==> config.mk <==
export PLATFORM = sky130hd
export DESIGN_NAME = binomial_inversion_sampler
export DESIGN_NICKNAME = d
export VERILOG_FILES = /design/src/rtl/bis_pkg.sv /design/src/rtl/bis_datapath.sv /design/src/rtl/bis_controller.sv /design/src/rtl/binomial_inversion_sampler.sv
export VERILOG_INCLUDE_DIRS = /design/src /design/src/rtl
export SDC_FILE = /design/constraint.sdc
export NUM_CORES = 2
export LEC_CHECK = 0
export BUFFER_PORTS_ARGS = -buffer_cell sky130_fd_sc_hd__buf_2
export CAP_MARGIN = 30
export CORE_ASPECT_RATIO = 0.8
export CORE_UTILIZATION = 35
export DETAILED_ROUTE_END_ITERATION = 12
export GPL_TIMING_DRIVEN = 0
export HOLD_SLACK_MARGIN = 0.05
export REMOVE_ABC_BUFFERS = 1
export SLEW_MARGIN = 20
export SYNTH_ARGS = -nofsm -noshare
export SYNTH_HDL_FRONTEND = slang
export SYNTH_HIERARCHICAL = 1
export SYNTH_SLANG_ARGS = --single-unit
==> constraint.sdc <==
create_clock -name i_clk -period 12.4 [get_ports i_clk]
set_input_delay 1.24 -clock i_clk [delete_from_list [all_inputs] [get_ports i_clk]]
set_output_delay 1.24 -clock i_clk [all_outputs]
set_load 0.01 [all_outputs]
==> src/rtl/binomial_inversion_sampler_defines.svh <==
// ----------------------------------------------------------------------------
// Assertion macros for the binomial inversion sampler
// Wrap concurrent assertions so they can be dropped with NO_ASSERTIONS.
// ----------------------------------------------------------------------------
`ifndef BINOMIAL_INVERSION_SAMPLER_DEFINES_SVH
`define BINOMIAL_INVERSION_SAMPLER_DEFINES_SVH

`ifndef NO_ASSERTIONS
// Clocked assertion, off while reset is held
`define BIS_ASSERT(lbl, clk, rst_n, prop) \
    lbl: assert property (@(posedge clk) disable iff (!rst_n) prop) \
        else $error("binomial_inversion_sampler: assertion failed");
// Clocked assertion, checked during reset as well
`define BIS_ASSERT_ALWAYS(lbl, clk, prop) \
    lbl: assert property (@(posedge clk) prop) \
        else $error("binomial_inversion_sampler: assertion failed");
`else
`define BIS_ASSERT(lbl, clk, rst_n, prop)
`define BIS_ASSERT_ALWAYS(lbl, clk, prop)
`endif

`endif

==> src/rtl/bis_pkg.sv <==
// ----------------------------------------------------------------------------
// bis_pkg
// Shared widths, datapath command codes and the status bundle.
// ----------------------------------------------------------------------------
package bis_pkg;

    localparam int TRIALS_W  = 8;
    localparam int PROB_W    = 17;
    localparam int UNIFORM_W = 16;
    localparam int MUL_W     = 32;

    // 1.0 in the Q1.16 probability format
    localparam logic [PROB_W-1:0] Q16_ONE = 17'h10000;

    typedef logic [4:0] t_cmd;

    localparam t_cmd CMD_NOP          = 5'd0;
    localparam t_cmd CMD_LOAD         = 5'd1;
    localparam t_cmd CMD_SET_X_N      = 5'd2;
    localparam t_cmd CMD_SET_X_ONE    = 5'd3;
    localparam t_cmd CMD_DIV_S_START  = 5'd4;
    localparam t_cmd CMD_DIV_STEP     = 5'd5;
    localparam t_cmd CMD_SET_S        = 5'd6;
    localparam t_cmd CMD_MUL_A_LO     = 5'd7;
    localparam t_cmd CMD_TAKE_A_LO    = 5'd8;
    localparam t_cmd CMD_MUL_A_HI     = 5'd9;
    localparam t_cmd CMD_TAKE_A_HI    = 5'd10;
    localparam t_cmd CMD_MUL_POW_ACC  = 5'd11;
    localparam t_cmd CMD_TAKE_POW_ACC = 5'd12;
    localparam t_cmd CMD_MUL_POW_SQ   = 5'd13;
    localparam t_cmd CMD_TAKE_POW_SQ  = 5'd14;
    localparam t_cmd CMD_STEP_X       = 5'd15;
    localparam t_cmd CMD_DIV_Q_START  = 5'd16;
    localparam t_cmd CMD_SET_F        = 5'd17;
    localparam t_cmd CMD_MUL_F_LO     = 5'd18;
    localparam t_cmd CMD_TAKE_F_LO    = 5'd19;
    localparam t_cmd CMD_MUL_F_HI     = 5'd20;
    localparam t_cmd CMD_TAKE_F_HI    = 5'd21;
    localparam t_cmd CMD_CLIP         = 5'd22;

    typedef struct packed {
        logic n_zero;
        logic p_one;
        logic n_one;
        logic u_le_p;
        logic div_done;
        logic e_zero;
        logic e_lsb;
        logic u_gt_r;
        logic x_ge_n;
    } t_dp_status;

endpackage

==> src/rtl/bis_datapath.sv <==
// ----------------------------------------------------------------------------
// bis_datapath
// Operand registers, shared 32x32 multiplier and radix-4 divider.
// ----------------------------------------------------------------------------
module bis_datapath import bis_pkg::*; #(
    parameter int MAX_TRIALS = 255,
    parameter int FRAC_BITS  = 16
) (
    input  logic                 i_clk,
    input  t_cmd                 i_cmd,
    input  logic [TRIALS_W-1:0]  i_trials,
    input  logic [PROB_W-1:0]    i_prob,
    input  logic [UNIFORM_W-1:0] i_uniform,
    output t_dp_status           o_status,
    output logic [TRIALS_W-1:0]  o_successes,
    output logic                 o_clipped
);

    localparam int F   = FRAC_BITS;
    localparam int SW  = F + 16;          // s = p/q
    localparam int AW  = F + 25;          // a = (n+1)s and f
    localparam int NST = (AW + 1) / 2;    // radix-4 steps
    localparam int DW  = 2 * NST;
    localparam int PW  = AW + F + 1;      // f * r
    localparam int CW  = $clog2(NST + 1);

    localparam logic [F:0]  FX_ONE = {1'b1, {F{1'b0}}};
    localparam logic [AW:0] SAT_LIM = (AW + 1)'(1) << F;

    logic [TRIALS_W-1:0]  r_n;
    logic [PROB_W-1:0]    r_p;
    logic [PROB_W-1:0]    r_q;
    logic                 r_ule;
    logic [F-1:0]         r_u;
    logic [F:0]           r_r;
    logic [F:0]           r_base;
    logic [TRIALS_W-1:0]  r_e;
    logic [TRIALS_W-1:0]  r_x;
    logic                 r_clip;
    logic [SW-1:0]        r_s;
    logic [AW-1:0]        r_a;
    logic [AW-1:0]        r_f;
    logic [PW-1:0]        r_acc;
    logic [2*MUL_W-1:0]   r_prod;
    logic [DW-1:0]        r_dq;
    logic [PROB_W-1:0]    r_drem;
    logic [PROB_W-1:0]    r_dvs;
    logic [CW-1:0]        r_dcnt;

    logic [TRIALS_W-1:0]  n_clamp;
    logic [PROB_W-1:0]    q_in;
    logic [PROB_W+F-1:0]  q_ext;
    logic [UNIFORM_W+F-1:0] u_ext;
    logic [TRIALS_W:0]    n_plus1;
    logic [AW-1:0]        s_ext;
    logic [MUL_W-1:0]     mul_a;
    logic [MUL_W-1:0]     mul_b;
    logic [2*MUL_W-1:0]   mul_p;
    logic [PROB_W+1:0]    div_sh;
    logic [PROB_W+1:0]    div_d1;
    logic [PROB_W+1:0]    div_d2;
    logic [PROB_W+1:0]    div_d3;
    logic [PROB_W+1:0]    div_rem;
    logic [1:0]           div_digit;
    logic [PW-1:0]        f_total;
    logic [AW:0]          f_shift;

    assign n_clamp = (32'(i_trials) > MAX_TRIALS) ? TRIALS_W'(MAX_TRIALS) : i_trials;
    assign q_in    = Q16_ONE - i_prob;
    assign q_ext   = {q_in, {F{1'b0}}};
    assign u_ext   = {i_uniform, {F{1'b0}}};
    assign n_plus1 = {1'b0, r_n} + 1'b1;
    assign s_ext   = AW'(r_s);

    // operand select for the shared multiplier
    always_comb begin
        mul_a = '0;
        mul_b = '0;
        unique case (i_cmd)
            CMD_MUL_A_LO: begin
                mul_a = MUL_W'(n_plus1);
                mul_b = s_ext[MUL_W-1:0];
            end
            CMD_MUL_A_HI: begin
                mul_a = MUL_W'(n_plus1);
                mul_b = MUL_W'(s_ext[AW-1:MUL_W]);
            end
            CMD_MUL_POW_ACC: begin
                mul_a = MUL_W'(r_r);
                mul_b = MUL_W'(r_base);
            end
            CMD_MUL_POW_SQ: begin
                mul_a = MUL_W'(r_base);
                mul_b = MUL_W'(r_base);
            end
            CMD_MUL_F_LO: begin
                mul_a = r_f[MUL_W-1:0];
                mul_b = MUL_W'(r_r);
            end
            CMD_MUL_F_HI: begin
                mul_a = MUL_W'(r_f[AW-1:MUL_W]);
                mul_b = MUL_W'(r_r);
            end
            default: begin
                mul_a = '0;
                mul_b = '0;
            end
        endcase
    end

    assign mul_p = mul_a * mul_b;

    // one radix-4 quotient digit per step
    always_comb begin
        div_sh = {r_drem, r_dq[DW-1:DW-2]};
        div_d1 = (PROB_W + 2)'(r_dvs);
        div_d2 = div_d1 << 1;
        div_d3 = div_d1 + div_d2;
        priority if (div_sh >= div_d3) begin
            div_digit = 2'd3;
            div_rem   = div_sh - div_d3;
        end else if (div_sh >= div_d2) begin
            div_digit = 2'd2;
            div_rem   = div_sh - div_d2;
        end else if (div_sh >= div_d1) begin
            div_digit = 2'd1;
            div_rem   = div_sh - div_d1;
        end else begin
            div_digit = 2'd0;
            div_rem   = div_sh;
        end
    end

    // next term: floor(f*r / 2^F), held at 1.0
    assign f_total = r_acc + PW'({r_prod, {MUL_W{1'b0}}});
    assign f_shift = f_total[PW-1:F];

    always_ff @(posedge i_clk) begin
        unique case (i_cmd)
            CMD_LOAD: begin
                r_n    <= n_clamp;
                r_p    <= i_prob;
                r_q    <= q_in;
                r_ule  <= ({1'b0, i_uniform} <= i_prob);
                r_u    <= u_ext[UNIFORM_W+F-1:UNIFORM_W];
                r_r    <= FX_ONE;
                r_base <= q_ext[PROB_W+F-1:UNIFORM_W];
                r_e    <= n_clamp;
                r_x    <= '0;
                r_clip <= 1'b0;
            end
            CMD_SET_X_N:   r_x <= r_n;
            CMD_SET_X_ONE: r_x <= TRIALS_W'(1);
            CMD_DIV_S_START: begin
                r_dq   <= DW'({r_p, {F{1'b0}}});
                r_drem <= '0;
                r_dvs  <= r_q;
                r_dcnt <= CW'(NST);
            end
            CMD_DIV_Q_START: begin
                r_dq   <= DW'(r_a);
                r_drem <= '0;
                r_dvs  <= PROB_W'(r_x);
                r_dcnt <= CW'(NST);
            end
            CMD_DIV_STEP: begin
                r_dq   <= {r_dq[DW-3:0], div_digit};
                r_drem <= div_rem[PROB_W-1:0];
                r_dcnt <= r_dcnt - 1'b1;
            end
            CMD_SET_S:        r_s <= r_dq[SW-1:0];
            CMD_MUL_A_LO,
            CMD_MUL_A_HI,
            CMD_MUL_POW_ACC,
            CMD_MUL_POW_SQ,
            CMD_MUL_F_LO,
            CMD_MUL_F_HI:     r_prod <= mul_p;
            CMD_TAKE_A_LO:    r_a <= r_prod[AW-1:0];
            CMD_TAKE_A_HI:    r_a <= r_a + {r_prod[AW-MUL_W-1:0], {MUL_W{1'b0}}};
            CMD_TAKE_POW_ACC: r_r <= r_prod[2*F:F];
            CMD_TAKE_POW_SQ: begin
                r_base <= r_prod[2*F:F];
                r_e    <= r_e >> 1;
            end
            CMD_STEP_X: begin
                r_u <= r_u - r_r[F-1:0];
                r_x <= r_x + 1'b1;
            end
            CMD_SET_F:        r_f <= r_dq[AW-1:0] - s_ext;
            CMD_TAKE_F_LO:    r_acc <= PW'(r_prod);
            CMD_TAKE_F_HI:    r_r <= (f_shift > SAT_LIM) ? FX_ONE : f_shift[F:0];
            CMD_CLIP:         r_clip <= 1'b1;
            default: begin
            end
        endcase
    end

    always_comb begin
        o_status.n_zero   = (r_n == '0);
        o_status.p_one    = r_p[PROB_W-1];
        o_status.n_one    = (r_n == TRIALS_W'(1));
        o_status.u_le_p   = r_ule;
        o_status.div_done = (r_dcnt == '0);
        o_status.e_zero   = (r_e == '0);
        o_status.e_lsb    = r_e[0];
        o_status.u_gt_r   = ({1'b0, r_u} > r_r);
        o_status.x_ge_n   = (r_x >= r_n);
    end

    assign o_successes = r_x;
    assign o_clipped   = r_clip;

endmodule

==> src/rtl/bis_controller.sv <==
// ----------------------------------------------------------------------------
// bis_controller
// Sequencer issuing one datapath command per cycle.
// ----------------------------------------------------------------------------
module bis_controller import bis_pkg::*; (
    input  logic       i_clk,
    input  logic       i_rst_n,
    input  logic       i_start,
    input  t_dp_status i_status,
    input  logic       i_out_free,
    output t_cmd       o_cmd,
    output logic       o_busy,
    output logic       o_done
);

    localparam logic [4:0] S_IDLE      = 5'd0;
    localparam logic [4:0] S_SPECIAL   = 5'd1;
    localparam logic [4:0] S_DIVS_RUN  = 5'd2;
    localparam logic [4:0] S_A_LO_M    = 5'd3;
    localparam logic [4:0] S_A_LO_T    = 5'd4;
    localparam logic [4:0] S_A_HI_M    = 5'd5;
    localparam logic [4:0] S_A_HI_T    = 5'd6;
    localparam logic [4:0] S_POW_CHECK = 5'd7;
    localparam logic [4:0] S_POW_ACC_M = 5'd8;
    localparam logic [4:0] S_POW_ACC_T = 5'd9;
    localparam logic [4:0] S_POW_SQ_M  = 5'd10;
    localparam logic [4:0] S_POW_SQ_T  = 5'd11;
    localparam logic [4:0] S_LOOP      = 5'd12;
    localparam logic [4:0] S_DIVQ_INIT = 5'd13;
    localparam logic [4:0] S_DIVQ_RUN  = 5'd14;
    localparam logic [4:0] S_F_LO_M    = 5'd15;
    localparam logic [4:0] S_F_LO_T    = 5'd16;
    localparam logic [4:0] S_F_HI_M    = 5'd17;
    localparam logic [4:0] S_F_HI_T    = 5'd18;
    localparam logic [4:0] S_FINISH    = 5'd19;

    logic [4:0] r_state;
    logic [4:0] n_state;

    always_ff @(posedge i_clk) begin
        if (!i_rst_n) begin
            r_state <= S_IDLE;
        end else begin
            r_state <= n_state;
        end
    end

    always_comb begin
        n_state = r_state;
        o_cmd   = CMD_NOP;
        o_done  = 1'b0;
        unique case (r_state)
            S_IDLE: begin
                if (i_start) begin
                    o_cmd   = CMD_LOAD;
                    n_state = S_SPECIAL;
                end
            end
            S_SPECIAL: begin
                priority if (i_status.n_zero) begin
                    n_state = S_FINISH;
                end else if (i_status.p_one) begin
                    o_cmd   = CMD_SET_X_N;
                    n_state = S_FINISH;
                end else if (i_status.n_one) begin
                    o_cmd   = i_status.u_le_p ? CMD_SET_X_ONE : CMD_NOP;
                    n_state = S_FINISH;
                end else begin
                    o_cmd   = CMD_DIV_S_START;
                    n_state = S_DIVS_RUN;
                end
            end
            S_DIVS_RUN: begin
                if (i_status.div_done) begin
                    o_cmd   = CMD_SET_S;
                    n_state = S_A_LO_M;
                end else begin
                    o_cmd = CMD_DIV_STEP;
                end
            end
            S_A_LO_M: begin
                o_cmd   = CMD_MUL_A_LO;
                n_state = S_A_LO_T;
            end
            S_A_LO_T: begin
                o_cmd   = CMD_TAKE_A_LO;
                n_state = S_A_HI_M;
            end
            S_A_HI_M: begin
                o_cmd   = CMD_MUL_A_HI;
                n_state = S_A_HI_T;
            end
            S_A_HI_T: begin
                o_cmd   = CMD_TAKE_A_HI;
                n_state = S_POW_CHECK;
            end
            S_POW_CHECK: begin
                priority if (i_status.e_zero) begin
                    n_state = S_LOOP;
                end else if (i_status.e_lsb) begin
                    n_state = S_POW_ACC_M;
                end else begin
                    n_state = S_POW_SQ_M;
                end
            end
            S_POW_ACC_M: begin
                o_cmd   = CMD_MUL_POW_ACC;
                n_state = S_POW_ACC_T;
            end
            S_POW_ACC_T: begin
                o_cmd   = CMD_TAKE_POW_ACC;
                n_state = S_POW_SQ_M;
            end
            S_POW_SQ_M: begin
                o_cmd   = CMD_MUL_POW_SQ;
                n_state = S_POW_SQ_T;
            end
            S_POW_SQ_T: begin
                o_cmd   = CMD_TAKE_POW_SQ;
                n_state = S_POW_CHECK;
            end
            S_LOOP: begin
                priority if (!i_status.u_gt_r) begin
                    n_state = S_FINISH;
                end else if (i_status.x_ge_n) begin
                    o_cmd   = CMD_CLIP;
                    n_state = S_FINISH;
                end else begin
                    o_cmd   = CMD_STEP_X;
                    n_state = S_DIVQ_INIT;
                end
            end
            S_DIVQ_INIT: begin
                o_cmd   = CMD_DIV_Q_START;
                n_state = S_DIVQ_RUN;
            end
            S_DIVQ_RUN: begin
                if (i_status.div_done) begin
                    o_cmd   = CMD_SET_F;
                    n_state = S_F_LO_M;
                end else begin
                    o_cmd = CMD_DIV_STEP;
                end
            end
            S_F_LO_M: begin
                o_cmd   = CMD_MUL_F_LO;
                n_state = S_F_LO_T;
            end
            S_F_LO_T: begin
                o_cmd   = CMD_TAKE_F_LO;
                n_state = S_F_HI_M;
            end
            S_F_HI_M: begin
                o_cmd   = CMD_MUL_F_HI;
                n_state = S_F_HI_T;
            end
            S_F_HI_T: begin
                o_cmd   = CMD_TAKE_F_HI;
                n_state = S_LOOP;
            end
            S_FINISH: begin
                if (i_out_free) begin
                    o_done  = 1'b1;
                    n_state = S_IDLE;
                end
            end
            default: begin
                n_state = S_IDLE;
            end
        endcase
    end

    assign o_busy = (r_state != S_IDLE);

endmodule

==> src/rtl/binomial_inversion_sampler.sv <==
// ----------------------------------------------------------------------------
// binomial_inversion_sampler
// Zero trials, certain success and a single trial finish without the search.
// In the general case the run time grows with k, the successes returned; the
// divider takes NST = (FRAC_BITS + 26) / 2 radix-4 steps (21 at FRAC_BITS = 16).
// The per-success term update (divide, two partial products) sets the rate.
// Throughput: one beat at a time; the next beat is taken once the result moves
// to the output register. Synchronous active-low reset empties the block.
// ----------------------------------------------------------------------------
// Binomial variate by sequential inversion. The controller walks the
// datapath through: special-case check, s = p/q on the shared divider,
// a = (n+1)s on the shared multiplier in two halves, q^n by square and
// multiply, then the search loop. Each loop pass subtracts the current
// term from u, advances x and forms the next term from a/x - s times r.
// The finished result sits in an output register, so a stalled consumer
// only holds the controller in its final state.
// ----------------------------------------------------------------------------
`include "binomial_inversion_sampler_defines.svh"

module binomial_inversion_sampler import bis_pkg::*; #(
    parameter int MAX_TRIALS = 255,
    parameter int FRAC_BITS  = 16
) (
    input  logic                 i_clk,
    input  logic                 i_rst_n,
    input  logic                 i_valid,
    output logic                 o_stall,
    input  logic [TRIALS_W-1:0]  i_trials,
    input  logic [PROB_W-1:0]    i_prob,
    input  logic [UNIFORM_W-1:0] i_uniform,
    output logic                 o_valid,
    input  logic                 i_stall,
    output logic [TRIALS_W-1:0]  o_successes,
    output logic                 o_clipped
);

    t_cmd                dp_cmd;
    t_dp_status          dp_status;
    logic                ctl_busy;
    logic                ctl_done;
    logic                in_beat;
    logic                out_free;
    logic [TRIALS_W-1:0] dp_successes;
    logic                dp_clipped;

    logic                r_out_valid;
    logic [TRIALS_W-1:0] r_out_successes;
    logic                r_out_clipped;

    // take a beat only while the sequencer is idle
    assign o_stall  = ctl_busy;
    assign in_beat  = i_valid && !ctl_busy;
    // output register can take a new result when empty or being drained
    assign out_free = !r_out_valid || !i_stall;

    bis_controller u_ctl (
        .i_clk      (i_clk),
        .i_rst_n    (i_rst_n),
        .i_start    (in_beat),
        .i_status   (dp_status),
        .i_out_free (out_free),
        .o_cmd      (dp_cmd),
        .o_busy     (ctl_busy),
        .o_done     (ctl_done)
    );

    bis_datapath #(
        .MAX_TRIALS (MAX_TRIALS),
        .FRAC_BITS  (FRAC_BITS)
    ) u_dp (
        .i_clk       (i_clk),
        .i_cmd       (dp_cmd),
        .i_trials    (i_trials),
        .i_prob      (i_prob),
        .i_uniform   (i_uniform),
        .o_status    (dp_status),
        .o_successes (dp_successes),
        .o_clipped   (dp_clipped)
    );

    // output register: hold while stalled, load on completion
    always_ff @(posedge i_clk) begin
        if (!i_rst_n) begin
            r_out_valid <= 1'b0;
        end else if (ctl_done) begin
            r_out_valid <= 1'b1;
        end else if (!i_stall) begin
            r_out_valid <= 1'b0;
        end
    end

    always_ff @(posedge i_clk) begin
        if (ctl_done) begin
            r_out_successes <= dp_successes;
            r_out_clipped   <= dp_clipped;
        end
    end

    assign o_valid     = r_out_valid;
    assign o_successes = r_out_successes;
    assign o_clipped   = r_out_clipped;

    `BIS_ASSERT(a_done_needs_room, i_clk, i_rst_n, ctl_done |-> out_free)
    `BIS_ASSERT(a_beat_makes_busy, i_clk, i_rst_n, in_beat |=> ctl_busy)
    `BIS_ASSERT(a_clip_means_search, i_clk, i_rst_n, r_out_valid && r_out_clipped |-> r_out_successes >= TRIALS_W'(2))
    `BIS_ASSERT_ALWAYS(a_reset_empties, i_clk, !$past(i_rst_n) |-> !r_out_valid && !ctl_busy)

endmodule

==> run metrics <==
Final min period 12.10 ns; Syn Inst Count 5453; Clock Root Buffer clkbuf_16; antenna viol nets, final 0; first-pass GRT wire length 246700 um; setup ws final 0.2999 ns; EDFF count, synth 413; sequential share of the synthesized area 23.09%; static leakage 0.02752 uW; P_int 8769 uW; final hold viol count 0; grt ovf 0; RePlAce Congestion ~0.96; Area Growth Syn to Fin 12.25%; GRT Overall Usage 20.54%; Post-synth top flop edfxtp_1; Yosys warning total 6; slowest stage delay, CP 0.59 ns; Worst Hold Depth 0; most common cell after layout, fill and taps aside inv_1; Design Area, Final 60880 um^2; GR peak layer met2; DRT Pass-1 Iters 6; initial antenna violation count 13; cell area after placement 58820 um^2; CTS clk-pin slew, worst paths 0.06 ns; vias in the first global route ~40000; #FFs+latches synth roughly 420; CP arrival 12.42 ns; R2R depth 43; Hold WC Path Type reg -> reg; post-place setup slack -1.978 ns; largest cells by area after synthesis fa_1, edfxtp_1, ha_1; WL/cell 20.31 um; CTS Buf Count 45; critical path launch point type flip-flop; DR vias a little over 40000; placed insts 7757; Net Switching just under 9000 uW; met2 Use GR 31.29%; dpl hpwl 132600 um; CP required 12.72 ns; Mapped Area 54240 um^2; CTS tree yes; Worst-Margin Slew around 1.0 ns; Combinational Power Share between 70% and 80%; final total power approximately 17000 uW; status finished clean; met1 GRT Util between 20% and 30%; Clock Tree Buf Depth 3; biggest area consumer among synthesized cells fa_1; Max Clk Rate 0.08264 GHz; Horiz. Die Dim 442.1 um; Slew Limit Fails 0; Distinct cells, synth 95; PwrDens between 200 and 300 nW/um^2; final std cells w/o fill 7878; Max-cap violations 0; CP endpoint kind flip-flop; post-synth top area share 32.89%; sw frac 49.87%; maximum VDD drop about 0.64 mV; largest net degree at the start of global routing 42; Post-synth ARST share 0%; GR met3 Demand/Resource 4.138%; clock insertion delay at the later pin of the skew report ~0.62 ns; post-route clock period utilization around 100%; initial cell density of the core 35.46%; Syn Area/Cell 9.947 um^2; Worst Path Max Fanout 18; clock sinks 419; Max H-tree Level 2; Slew headroom ~30%; most frequent cells in the layout inv_1, fa_1, nor2_1, nand2_1, edfxtp_1; Final Util about two fifths; share of post-route cells with drive strength above 1 roughly 7.4%; Final nets 7163; Crit Path Category reg -> reg; clock skew between 0.04 and 0.05 ns; Final setup viols 0; die area between 150000 and 200000 um^2; Clock power frac under 10%; DIE HEIGHT approximately 350 um; CP dominant cell by count fa_1; initial DRC count 3861; core area about 150000 um^2; Worst path slowest cell fa_1; final wirelength 160000 um; num rows 128; # DRC 0; drt via density 5.120; io pins 56; PortBufs 55; Flop pwr share 18.5%
worst max-delay path: cells and delay by family (launching register included):
kind	cells	cell delay [ns]
adders and majority gates	10	4.74
AOI/OAI and AO/OA	18	3.80
and+or+nand+nor	9	1.82
buffers and inverters	6	1.03
DFF	1	0.43
Yosys cell counts (66+ instances only):
cell,instances
inv_1,1034
fa_1,891
nor2_1,549
nand2_1,518
edfxtp_1,413
ha_1,402
a21oi_1,169
clkbuf_1,153
xnor2_1,130
o21ai_0,129
a21o_1,85
and2_1,72
xor2_1,68
nor3_1,66
logic make-up (layout without fill, tap and decap cells):
logic type / count (synthesis) / count (layout) / synth area share (%)
xor gates and xnor gates: 198 / 198 / 3.197
muxes: 51 / 51 / 1.024
DFF: 419 / 419 / 23.09
other: 2 / 327 / 0.01385
and+or+nand+nor: 1508 / 1509 / 12.38
AOI/OAI and AO/OA: 762 / 762 / 9.539
adders and majority gates: 1294 / 1294 / 42.18
buffers and inverters: 1219 / 1303 / 8.577
path summary, 6_finish.rpt:
path                         from  slack (ns)               to
setup / recovery      u_dp/r_r[1]        0.30  u_dp/r_prod[36]
hold / removal    u_dp/r_prod[50]        0.42   u_dp/r_acc[50]
setup reg to reg      u_dp/r_r[1]        0.30  u_dp/r_prod[36]
hold reg to reg   u_dp/r_prod[50]        0.42   u_dp/r_acc[50]
stage by stage:
| step | setup TNS, ns | hold slack (ns) |
|---|---|---|
| 6_report | 0 | 0.4169 |
| 5_1_grt | -0.1829 | 0.4225 |
| 4_1_cts | -0.007637 | 0.4184 |
| 3_5_place_dp | -42.31 | 0.4045 |
| 3_3_place_gp | -239.85 | 0.4007 |
| 2_1_floorplan | -0.9942 | 0.4003 |
final cells by class:
| type | count | area [um^2] |
|---|---|---|
| Fill cell | 15030 | 92060 |
| Tap cell | 2015 | 2521 |
| Timing Repair Buffer | 186 | 1635 |
| Clock buffer | 50 | 1145 |
| Sequential cell | 419 | 12520 |
| Multi-Input combinational cell | 4138 | 38840 |
| Inverter | 1035 | 3885 |
| Clock inverter | 32 | 325.3 |
| Antenna cell | 3 | 7.507 |
per-layer routing:
layer	up-vias	share of wire, %	wire length [um]
met3	248	9.5	15170
li1	18026	-	-
met2	1617	44	69900
met4	6	2.9	4561
met5	-	0.062	99
met1	20440	44	70300
timing repair:
action / in CTS / in global routing
endpoints found under the setup margin: 38 / 26
setup buffers: 25 / 8
gates cloned: 0 / 1
pin swaps: 12 / 12
resized for setup: 59 / 29
hold buffers: 0 / 0
registers in the layout (all words and copies together) (netlist names), 5 cells and up:
register and cells:
o_successes 8, u_ctl/r_state 5, u_dp/o_successes 8, u_dp/r_a 41, u_dp/r_acc 42, u_dp/r_base 17
u_dp/r_dcnt 5, u_dp/r_dq 42, u_dp/r_drem 17, u_dp/r_dvs 17, u_dp/r_e 8, u_dp/r_f 41
u_dp/r_n 8, u_dp/r_p 17, u_dp/r_prod 58, u_dp/r_q 16, u_dp/r_r 17, u_dp/r_s 32
u_dp/r_u 16
power groups by stage:
stage	Combinational (uW)	Clock (uW)	Sequential, uW
floorplan	9040	0	2970
global placement	11600	0	3310
detailed placement	12100	0	3250
finish	12900	1380	3240
CTS	12300	1400	3230
global route	14400	1460	3270
No activity file was read; power rests on OpenSTA's default activity.
